File: src/sv/tbde_pkg.sv
// Shared types, constants and register codes for the two-button debouncer.
package tbde_pkg;

	localparam int TIME_W     = 32;
	localparam int CFG_TIME_W = 16;
	localparam int CFG_IDX_W  = 8;
	localparam int CFG_DATA_W = 16;
	localparam int EV_W       = 3;

	// configuration register indexes
	localparam logic [CFG_IDX_W-1:0] REG_DEBOUNCE_TIME     = 8'd0;
	localparam logic [CFG_IDX_W-1:0] REG_HOLD_TIME         = 8'd1;
	localparam logic [CFG_IDX_W-1:0] REG_LEFT_DOWN_ENABLE  = 8'd2;
	localparam logic [CFG_IDX_W-1:0] REG_RIGHT_DOWN_ENABLE = 8'd3;

	// register reset values
	localparam logic [CFG_TIME_W-1:0] DEBOUNCE_TIME_RST = 16'd25;
	localparam logic [CFG_TIME_W-1:0] HOLD_TIME_RST     = 16'd600;
	localparam logic LEFT_DOWN_ENABLE_RST  = 1'b0;
	localparam logic RIGHT_DOWN_ENABLE_RST = 1'b1;

	// result event codes
	localparam logic [EV_W-1:0] EV_NONE    = 3'd0;
	localparam logic [EV_W-1:0] EV_L_PRESS = 3'd1;
	localparam logic [EV_W-1:0] EV_L_HOLD  = 3'd2;
	localparam logic [EV_W-1:0] EV_L_DOWN  = 3'd3;
	localparam logic [EV_W-1:0] EV_R_PRESS = 3'd4;
	localparam logic [EV_W-1:0] EV_R_HOLD  = 3'd5;
	localparam logic [EV_W-1:0] EV_R_DOWN  = 3'd6;

	// per-button event kind
	typedef logic [1:0] btn_kind_t;
	localparam btn_kind_t BTN_NONE  = 2'd0;
	localparam btn_kind_t BTN_PRESS = 2'd1;
	localparam btn_kind_t BTN_HOLD  = 2'd2;
	localparam btn_kind_t BTN_DOWN  = 2'd3;

	// configuration as seen by the datapath
	typedef struct packed {
		logic [CFG_TIME_W-1:0] debounce_time;
		logic [CFG_TIME_W-1:0] hold_time;
		logic                  left_down_enable;
		logic                  right_down_enable;
	} cfg_t;

endpackage

File: src/sv/tbde_if.sv
// Channel interfaces: poll input, event result and configuration write.
interface tbde_poll_if;
	import tbde_pkg::*;
	logic              valid;
	logic              ready;
	logic              raw_left;
	logic              raw_right;
	logic [TIME_W-1:0] now_ms;
	modport source (output valid, output raw_left, output raw_right, output now_ms,
		input ready);
	modport sink (input valid, input raw_left, input raw_right, input now_ms,
		output ready);
endinterface

interface tbde_res_if;
	import tbde_pkg::*;
	logic            valid;
	logic            ready;
	logic [EV_W-1:0] event_res;
	modport source (output valid, output event_res, input ready);
	modport sink (input valid, input event_res, output ready);
endinterface

interface tbde_cfg_if;
	import tbde_pkg::*;
	logic                  valid;
	logic                  ready;
	logic [CFG_IDX_W-1:0]  index;
	logic [CFG_DATA_W-1:0] data;
	modport source (output valid, output index, output data, input ready);
	modport sink (input valid, input index, input data, output ready);
endinterface

File: src/sv/tbde_cfg.sv
// Configuration register file.
module tbde_cfg import tbde_pkg::*; (
	input  logic       clk,
	input  logic       arst_n,
	tbde_cfg_if.sink   cfg,
	output cfg_t       cfg_regs
);

	cfg_t regs_q;

	assign cfg.ready = 1'b1;
	assign cfg_regs  = regs_q;

	// register write; unknown indexes are dropped
	always_ff @(posedge clk or negedge arst_n) begin
		if (!arst_n) begin
			regs_q.debounce_time     <= DEBOUNCE_TIME_RST;
			regs_q.hold_time         <= HOLD_TIME_RST;
			regs_q.left_down_enable  <= LEFT_DOWN_ENABLE_RST;
			regs_q.right_down_enable <= RIGHT_DOWN_ENABLE_RST;
		end else if (cfg.valid) begin
			case (cfg.index)
				REG_DEBOUNCE_TIME:     regs_q.debounce_time     <= cfg.data;
				REG_HOLD_TIME:         regs_q.hold_time         <= cfg.data;
				REG_LEFT_DOWN_ENABLE:  regs_q.left_down_enable  <= cfg.data[0];
				REG_RIGHT_DOWN_ENABLE: regs_q.right_down_enable <= cfg.data[0];
				default: ;
			endcase
		end
	end

endmodule

File: src/sv/tbde_btn.sv
// One button: debounce state, press/hold/down decision and state update.
module tbde_btn import tbde_pkg::*; (
	input  logic                  clk,
	input  logic                  arst_n,
	input  logic                  step,
	input  logic                  raw,
	input  logic [TIME_W-1:0]     now,
	input  logic [CFG_TIME_W-1:0] debounce_time,
	input  logic [CFG_TIME_W-1:0] hold_time,
	input  logic                  down_en,
	output btn_kind_t             kind
);

	logic              raw_q;
	logic              stable_q;
	logic [TIME_W-1:0] change_q;
	logic [TIME_W-1:0] press_q;
	logic              hold_q;

	logic [TIME_W-1:0] change_n;
	logic [TIME_W-1:0] press_n;
	logic [TIME_W-1:0] deb_el;
	logic [TIME_W-1:0] hold_el;
	logic              stable_n;
	logic              hold_n;
	logic              accept;

	// decide the event and the next state for this poll
	always_comb begin
		change_n = (raw != raw_q) ? now : change_q;
		deb_el   = now - change_n;
		hold_el  = now - press_q;
		accept   = (deb_el >= {{(TIME_W-CFG_TIME_W){1'b0}}, debounce_time}) &&
			(stable_q != raw);
		stable_n = stable_q;
		press_n  = press_q;
		hold_n   = hold_q;
		kind     = BTN_NONE;
		if (accept) begin
			stable_n = raw;
			if (!raw) begin
				// new press: restart the hold timer, hold check skipped
				press_n = now;
				hold_n  = 1'b0;
				kind    = down_en ? BTN_DOWN : BTN_NONE;
			end else if (!hold_q) begin
				kind = BTN_PRESS;
			end
		end else if (!stable_q && !hold_q &&
			(hold_el >= {{(TIME_W-CFG_TIME_W){1'b0}}, hold_time})) begin
			hold_n = 1'b1;
			kind   = BTN_HOLD;
		end
	end

	// state update, only when this button is sampled
	always_ff @(posedge clk or negedge arst_n) begin
		if (!arst_n) begin
			raw_q    <= 1'b1;
			stable_q <= 1'b1;
			change_q <= '0;
			press_q  <= '0;
			hold_q   <= 1'b0;
		end else if (step) begin
			raw_q    <= raw;
			stable_q <= stable_n;
			change_q <= change_n;
			press_q  <= press_n;
			hold_q   <= hold_n;
		end
	end

	// a hold can only be flagged while the debounced level is pressed
	a_hold_while_pressed: assert property (@(posedge clk) disable iff (!arst_n)
		$rose(hold_q) |-> !stable_q)
		else $error("hold flag set while released");

	// state is frozen on polls where this button is skipped
	a_frozen_when_skipped: assert property (@(posedge clk) disable iff (!arst_n)
		!step |=> $stable({raw_q, stable_q, hold_q, change_q, press_q}))
		else $error("button state changed without a step");

	// a debounced press starts the hold timer at the poll time
	a_press_start: assert property (@(posedge clk) disable iff (!arst_n)
		(step && accept && !raw) |=> (press_q == $past(now)) && !hold_q)
		else $error("press start not captured");

endmodule

File: src/sv/tbde_core.sv
// Poll register, left/right button evaluation and result register.
module tbde_core import tbde_pkg::*; (
	input  logic       clk,
	input  logic       arst_n,
	input  cfg_t       cfg_regs,
	tbde_poll_if.sink  poll,
	tbde_res_if.source res
);

	logic              valid_s1;
	logic              raw_left_s1;
	logic              raw_right_s1;
	logic [TIME_W-1:0] now_s1;

	logic              out_valid_q;
	logic [EV_W-1:0]   event_q;

	logic              adv;
	logic              right_step;
	btn_kind_t         left_kind;
	btn_kind_t         right_kind;
	logic [EV_W-1:0]   event_n;

	// word moves from poll register to result register when the result slot frees
	assign adv        = valid_s1 && (!out_valid_q || res.ready);
	assign poll.ready = !valid_s1 || adv;
	assign right_step = adv && (left_kind == BTN_NONE);

	// poll register
	always_ff @(posedge clk or negedge arst_n) begin
		if (!arst_n) begin
			valid_s1 <= 1'b0;
		end else if (poll.ready) begin
			valid_s1 <= poll.valid;
		end
	end

	always_ff @(posedge clk) begin
		if (poll.ready && poll.valid) begin
			raw_left_s1  <= poll.raw_left;
			raw_right_s1 <= poll.raw_right;
			now_s1       <= poll.now_ms;
		end
	end

	tbde_btn u_left (
		.clk           (clk),
		.arst_n        (arst_n),
		.step          (adv),
		.raw           (raw_left_s1),
		.now           (now_s1),
		.debounce_time (cfg_regs.debounce_time),
		.hold_time     (cfg_regs.hold_time),
		.down_en       (cfg_regs.left_down_enable),
		.kind          (left_kind)
	);

	tbde_btn u_right (
		.clk           (clk),
		.arst_n        (arst_n),
		.step          (right_step),
		.raw           (raw_right_s1),
		.now           (now_s1),
		.debounce_time (cfg_regs.debounce_time),
		.hold_time     (cfg_regs.hold_time),
		.down_en       (cfg_regs.right_down_enable),
		.kind          (right_kind)
	);

	// left event wins; otherwise the right button's event
	always_comb begin
		case (left_kind)
			BTN_PRESS: event_n = EV_L_PRESS;
			BTN_HOLD:  event_n = EV_L_HOLD;
			BTN_DOWN:  event_n = EV_L_DOWN;
			default: begin
				case (right_kind)
					BTN_PRESS: event_n = EV_R_PRESS;
					BTN_HOLD:  event_n = EV_R_HOLD;
					BTN_DOWN:  event_n = EV_R_DOWN;
					default:   event_n = EV_NONE;
				endcase
			end
		endcase
	end

	// result register
	always_ff @(posedge clk or negedge arst_n) begin
		if (!arst_n) begin
			out_valid_q <= 1'b0;
		end else if (adv) begin
			out_valid_q <= 1'b1;
		end else if (res.ready) begin
			out_valid_q <= 1'b0;
		end
	end

	always_ff @(posedge clk) begin
		if (adv) begin
			event_q <= event_n;
		end
	end

	assign res.valid     = out_valid_q;
	assign res.event_res = event_q;

	a_adv_fills_out: assert property (@(posedge clk) disable iff (!arst_n)
		adv |=> out_valid_q)
		else $error("result lost after advance");

	a_stall_cause: assert property (@(posedge clk) disable iff (!arst_n)
		!poll.ready |-> (valid_s1 && out_valid_q && !res.ready))
		else $error("poll stalled without a full pipeline");

	a_left_priority: assert property (@(posedge clk) disable iff (!arst_n)
		(adv && left_kind != BTN_NONE) |=>
		(event_q == EV_L_PRESS || event_q == EV_L_HOLD || event_q == EV_L_DOWN))
		else $error("left event not reported");

endmodule

File: src/sv/two_button_debounce_hold_events.sv
// Top level of the two-button debouncer with press, hold and down events.
//
//  channel | dir | payload                        | accepted when
//  poll    | in  | raw_left, raw_right, now_ms    | poll.valid && poll.ready
//  res     | out | event_res                      | res.valid && res.ready
//  cfg     | in  | index, data                    | cfg.valid && cfg.ready
//
//  One poll per clock while the result side keeps up: a poll is registered, both
//  buttons are evaluated from the poll register and the event lands in the result
//  register, one word per poll.
//  A stalled result holds the poll register; poll.ready drops only while both
//  are full. cfg.ready is always high.
//  Reset (arst_n low) clears button state to released and loads register defaults.
module two_button_debounce_hold_events import tbde_pkg::*; (
	input  logic       clk,
	input  logic       arst_n,
	tbde_poll_if.sink  poll,
	tbde_res_if.source res,
	tbde_cfg_if.sink   cfg
);

	cfg_t cfg_regs;

	tbde_cfg u_cfg (
		.clk      (clk),
		.arst_n   (arst_n),
		.cfg      (cfg),
		.cfg_regs (cfg_regs)
	);

	tbde_core u_core (
		.clk      (clk),
		.arst_n   (arst_n),
		.cfg_regs (cfg_regs),
		.poll     (poll),
		.res      (res)
	);

endmodule

File: src/flat_wrapper.sv
// flat-port wrapper written by rule: the top's interface ports become plain ports
module two_button_debounce_hold_events_flat import tbde_pkg::*;
  (clk, arst_n, poll_valid, poll_raw_left, poll_raw_right, poll_now_ms, poll_ready, res_valid, res_event_res, res_ready, cfg_valid, cfg_index, cfg_data, cfg_ready);
  tbde_poll_if poll_i ();
  tbde_res_if res_i ();
  tbde_cfg_if cfg_i ();
  input  logic clk;
  input  logic arst_n;
  input wire logic [$bits(poll_i.valid)-1:0] poll_valid;
  input wire logic [$bits(poll_i.raw_left)-1:0] poll_raw_left;
  input wire logic [$bits(poll_i.raw_right)-1:0] poll_raw_right;
  input wire logic [$bits(poll_i.now_ms)-1:0] poll_now_ms;
  output wire logic [$bits(poll_i.ready)-1:0] poll_ready;
  output wire logic [$bits(res_i.valid)-1:0] res_valid;
  output wire logic [$bits(res_i.event_res)-1:0] res_event_res;
  input wire logic [$bits(res_i.ready)-1:0] res_ready;
  input wire logic [$bits(cfg_i.valid)-1:0] cfg_valid;
  input wire logic [$bits(cfg_i.index)-1:0] cfg_index;
  input wire logic [$bits(cfg_i.data)-1:0] cfg_data;
  output wire logic [$bits(cfg_i.ready)-1:0] cfg_ready;
  assign poll_i.valid = poll_valid;
  assign poll_i.raw_left = poll_raw_left;
  assign poll_i.raw_right = poll_raw_right;
  assign poll_i.now_ms = poll_now_ms;
  assign poll_ready = poll_i.ready;
  assign res_valid = res_i.valid;
  assign res_event_res = res_i.event_res;
  assign res_i.ready = res_ready;
  assign cfg_i.valid = cfg_valid;
  assign cfg_i.index = cfg_index;
  assign cfg_i.data = cfg_data;
  assign cfg_ready = cfg_i.ready;
  two_button_debounce_hold_events u_core (.clk(clk), .arst_n(arst_n), .poll(poll_i), .res(res_i), .cfg(cfg_i));
endmodule
File: config.mk
export PLATFORM = sky130hd
export DESIGN_NAME = two_button_debounce_hold_events_flat
export DESIGN_NICKNAME = d
export VERILOG_FILES = /design/src/sv/tbde_pkg.sv /design/src/sv/tbde_if.sv /design/src/sv/tbde_cfg.sv /design/src/sv/tbde_btn.sv /design/src/sv/tbde_core.sv /design/src/sv/two_button_debounce_hold_events.sv /design/src/flat_wrapper.sv
export SDC_FILE = /design/constraint.sdc
export NUM_CORES = 1
export LEC_CHECK = 0
export BUFFER_PORTS_ARGS = -buffer_cell sky130_fd_sc_hd__clkbuf_2
export CAP_MARGIN = 20
export CORE_MARGIN = 3
export CORE_UTILIZATION = 25
export CTS_BUF_LIST = sky130_fd_sc_hd__clkbuf_8
export DETAILED_ROUTE_END_ITERATION = 16
export GPL_TIMING_DRIVEN = 0
export PLACE_DENSITY = 0.37
export SYNTH_ARGS = -nofsm -noshare
export SYNTH_HDL_FRONTEND = slang
export SYNTH_HIERARCHICAL = 1
export SYNTH_SLANG_ARGS = --single-unit
export TNS_END_PERCENT = 10
File: constraint.sdc
create_clock -name clk -period 18.4 [get_ports clk]
set_input_delay 5.52 -clock clk [delete_from_list [all_inputs] [get_ports clk]]
set_output_delay 5.52 -clock clk [all_outputs]
set_load 0.01 [all_outputs]
==> results.sh <==
export IMPL_hold_class="register to register"
export IMPL_grt_pass1_vias=15700
export IMPL_gp_congestion=0.883
export IMPL_fin_crit_sh_pct=62.0
export IMPL_critPathCaptureType="primary output"
export IMPL_areaGrowthSynthToFinish_pct=14.1
export IMPL_cts_root_buf="clkbuf_8"
export IMPL_report_final_setup_viol=0
export IMPL_clk_latency_ns=0.63
export IMPL_avgSynthCellArea_um2=8.90
export IMPL_start_util_pct=25.3
export IMPL_routed_wl_um=60500
export IMPL_drc_errors=0
export IMPL_cts_resized=0
export IMPL_synth_seq_cells=207
export IMPL_drt_iter0_markers=925
export IMPL_ant_nets=0
export IMPL_dp_cells=3057
export IMPL_ys_async_sr_fraction_pct=82.1
export IMPL_numClockSinks=207
export IMPL_clkTransAtPathRegs_ns=0.06
export IMPL_die_area_um2=75900
export IMPL_rows=98
export IMPL_layout_common_cells="a21oi_1 (197), inv_1 (194), ha_1 (168)"
export IMPL_cts_buffers=46
export IMPL_wl_per_cell_um=19.3
export IMPL_finalSetupTns_ns=0
export IMPL_slew_headroom_pct=28.7
export IMPL_outcome="complete, no violations"
export IMPL_fin_area_um2=20700
export IMPL_critPathTopFamily="buffers and inverters"
export IMPL_rsz0062_at_grt="false"
export IMPL_portBuffers=67
export IMPL_place_area_um2=19700
export IMPL_synth_area_leaders="dfrtp_1 (22%), ha_1 (12%), edfxtp_1 (6.1%)"
export IMPL_cts_htree_levels=2
export IMPL_required_ns=12.88
export IMPL_dr_pass1_iters=7
export IMPL_core_area_um2=71700
export IMPL_ys_flop_type="dfrtp_1"
export IMPL_path_buf_inv=2
export IMPL_io_pins=69
export IMPL_drive_gt1_share_pct=13.1
export IMPL_ys_seq_area_share_pct=29.6
export IMPL_final_common_cell="a21oi_1"
export IMPL_power_leakage_nw=9.05
export IMPL_grt_max_degree=91
export IMPL_die_h_um=275
export IMPL_cp_slowest_cell="nand3b_4"
export IMPL_ys_warnings_count=6
export IMPL_drv_cap=0
export IMPL_nets=2388
export IMPL_cp_start_kind="input pin"
export IMPL_crit_top_cell="clkbuf_2"
export IMPL_antenna_found_initial=0
export IMPL_final_cells=3142
export IMPL_vias=15600
export IMPL_crit_chain="clkbuf_2 -> nand3b_4 -> clkbuf_2"
export IMPL_syn_inst=2039
export IMPL_vias_per_cell=4.96
export IMPL_fmax_ghz=0.0876
export IMPL_grt_ovfl_total=0
export IMPL_die_x_um=275
export IMPL_cts_tree="yes"
export IMPL_final_setup_skew_ns=0.0301
export IMPL_slowest_delay_ns=0.15
export IMPL_syn_area_um2=18100
export IMPL_grt_pass1_wl_um=93000
export IMPL_synth_top_area_share_pct=21.8
export IMPL_hpwlAfterDp_um=47800
export IMPL_worst_pin_slew_ns=1.07
export IMPL_synth_edf_count=37
export IMPL_yosysTopAreaCell="dfrtp_1"
export IMPL_worst_setup_path_type="input pin to primary output"
export IMPL_syn_num_nets=2272
export IMPL_clockBufferDepth=3
export IMPL_ys_types=107
export IMPL_finalCriticalPeriod_ns=11.42
export IMPL_cts_hold_buf=0
export IMPL_track_usage_pct=15.9
export IMPL_critPathMaxFanout=3
export IMPL_finish_utilization_pct=28.9
export IMPL_final_hold_viol_count=0
export IMPL_arrival_ns=5.90
export IMPL_power_density_nw_per_um2=161
export IMPL_ir_worst_vdd_mv=0.0445
export IMPL_maxSlewViolCount=0
export IMPL_cts_setup_buffers=0
[routing by layer]
| layer | vias up | part of all wire (%) | track usage [%] |
|---|---|---|---|
| met5 | - | 0 | 0 |
| met4 | 0 | 2.5 | 4.42 |
| met3 | 96 | 3.3 | 2.05 |
| met2 | 283 | 47 | 26.6 |
| met1 | 7541 | 48 | 21.4 |
| li1 | 7653 | - | - |
[kinds of logic (layout without fill, tap and decap cells)]
family,after synthesis,in the layout,synth area share [%]
multiplexers,167,167,10.6
buffers and inverters,261,413,6.19
AO/OA/AOI/OAI,574,574,20.4
XOR/XNOR,103,103,5.14
other,1,2,0.0207
adder cells (fa/ha/maj),184,184,12.6
AND/OR/NAND/NOR,542,542,15.4
flip-flops,207,207,29.6
[layout make-up]
type / instances / area, µm²
Inverter: 180 / 676
Sequential cell: 207 / 5380
Multi-Input combinational cell: 1571 / 11600
Fill cell: 7619 / 51000
Clock inverter: 26 / 190
Antenna cell: 1 / 2.50
Tap cell: 950 / 1190
Timing Repair Buffer: 68 / 372
Clock buffer: 58 / 798
Buffer: 81 / 448
[registers in the layout (all words and copies together), names as in the netlist]
name / cells
u_core/u_cfg/cfg_regs: 34
u_core/u_core/now_s1: 32
u_core/u_core/raw_left_s1: 1
u_core/u_core/raw_right_s1: 1
u_core/u_core/res.event_res: 3
u_core/u_core/res.valid: 1
u_core/u_core/u_left/change_q: 32
u_core/u_core/u_left/hold_q: 1
u_core/u_core/u_left/press_q: 32
u_core/u_core/u_left/raw_q: 1
u_core/u_core/u_left/stable_q: 1
u_core/u_core/u_right/change_q: 32
u_core/u_core/u_right/hold_q: 1
u_core/u_core/u_right/press_q: 32
u_core/u_core/u_right/raw_q: 1
u_core/u_core/u_right/stable_q: 1
u_core/u_core/valid_s1: 1
[cells in the mapped netlist, drive strengths merged (8+ instances only)]
master and count:
dfrtp 158, xor2 50, o21ai 112, ha 168, a21oi 198, clkbuf 60
nand4 35, mux2i 58, o31ai 11, and2 16, a31oi 24, nand2 140
dfstp 12, maj3 14, a31o 9, a211o 8, mux2 109, o21a 20
edfxtp 37, a211oi 17, a311oi 8, xnor2 53, inv 180, nor4 13
o21bai 15, a21o 52, o211ai 9, o2111ai 12, nor2 141, nand3 47
nor2b 32, nand2b 34, nor3 28, and3 11, buf 21
[worst register-to-register path: cells and delay by family (launching register included)]
kind            cells  cell delay, ns
xor+xnor            2            0.39
fa+ha+maj           2            0.76
mux                 1            0.23
buf+inv             6            2.98
simple gates       10            2.48
flops               1            0.57
compound gates      9            1.80
[metrics by stage]
stage                     hold WS [ns]  total power [mW]  setup slack [ns]
after floorplan                  0.464              2.23              7.21
after global placement           0.474              2.75              6.99
after detailed placement         0.481              2.77              6.98
after CTS                        0.493              3.37              6.98
after global routing             0.502              3.66              6.96
final                            0.490              3.33              6.98
[final timing paths]
kind | startpoint | to | slack, ns | depth (start not counted)
setup / recovery | res_ready | poll_ready | 6.98 | 3
max in group asynchronous | arst_n | u_core/u_cfg/cfg_regs[11] | 12.45 | 2
hold / removal | u_core/u_core/u_right/press_q[7] | u_core/u_core/u_right/press_q[7] | 0.49 | 1
hold reg to reg | u_core/u_core/u_right/press_q[7] | u_core/u_core/u_right/press_q[7] | 0.49 | 1
min in group asynchronous | arst_n | u_core/u_core/u_left/change_q[23] | 4.95 | 1
setup reg to reg | u_core/u_core/u_left/raw_q | u_core/u_core/u_right/change_q[2] | 9.06 | 30
[report_power, final]
part | switching [mW] | leakage (nW) | total, mW | internal (mW)
registers | 0.106 | 2.37 | 0.711 | 0.605
clock network | 0.240 | 0.557 | 0.564 | 0.325
logic | 1.21 | 6.13 | 2.05 | 0.846
total | 1.55 | 9.05 | 3.33 | 1.77
Note: power is estimated with default switching activity, not from simulation.
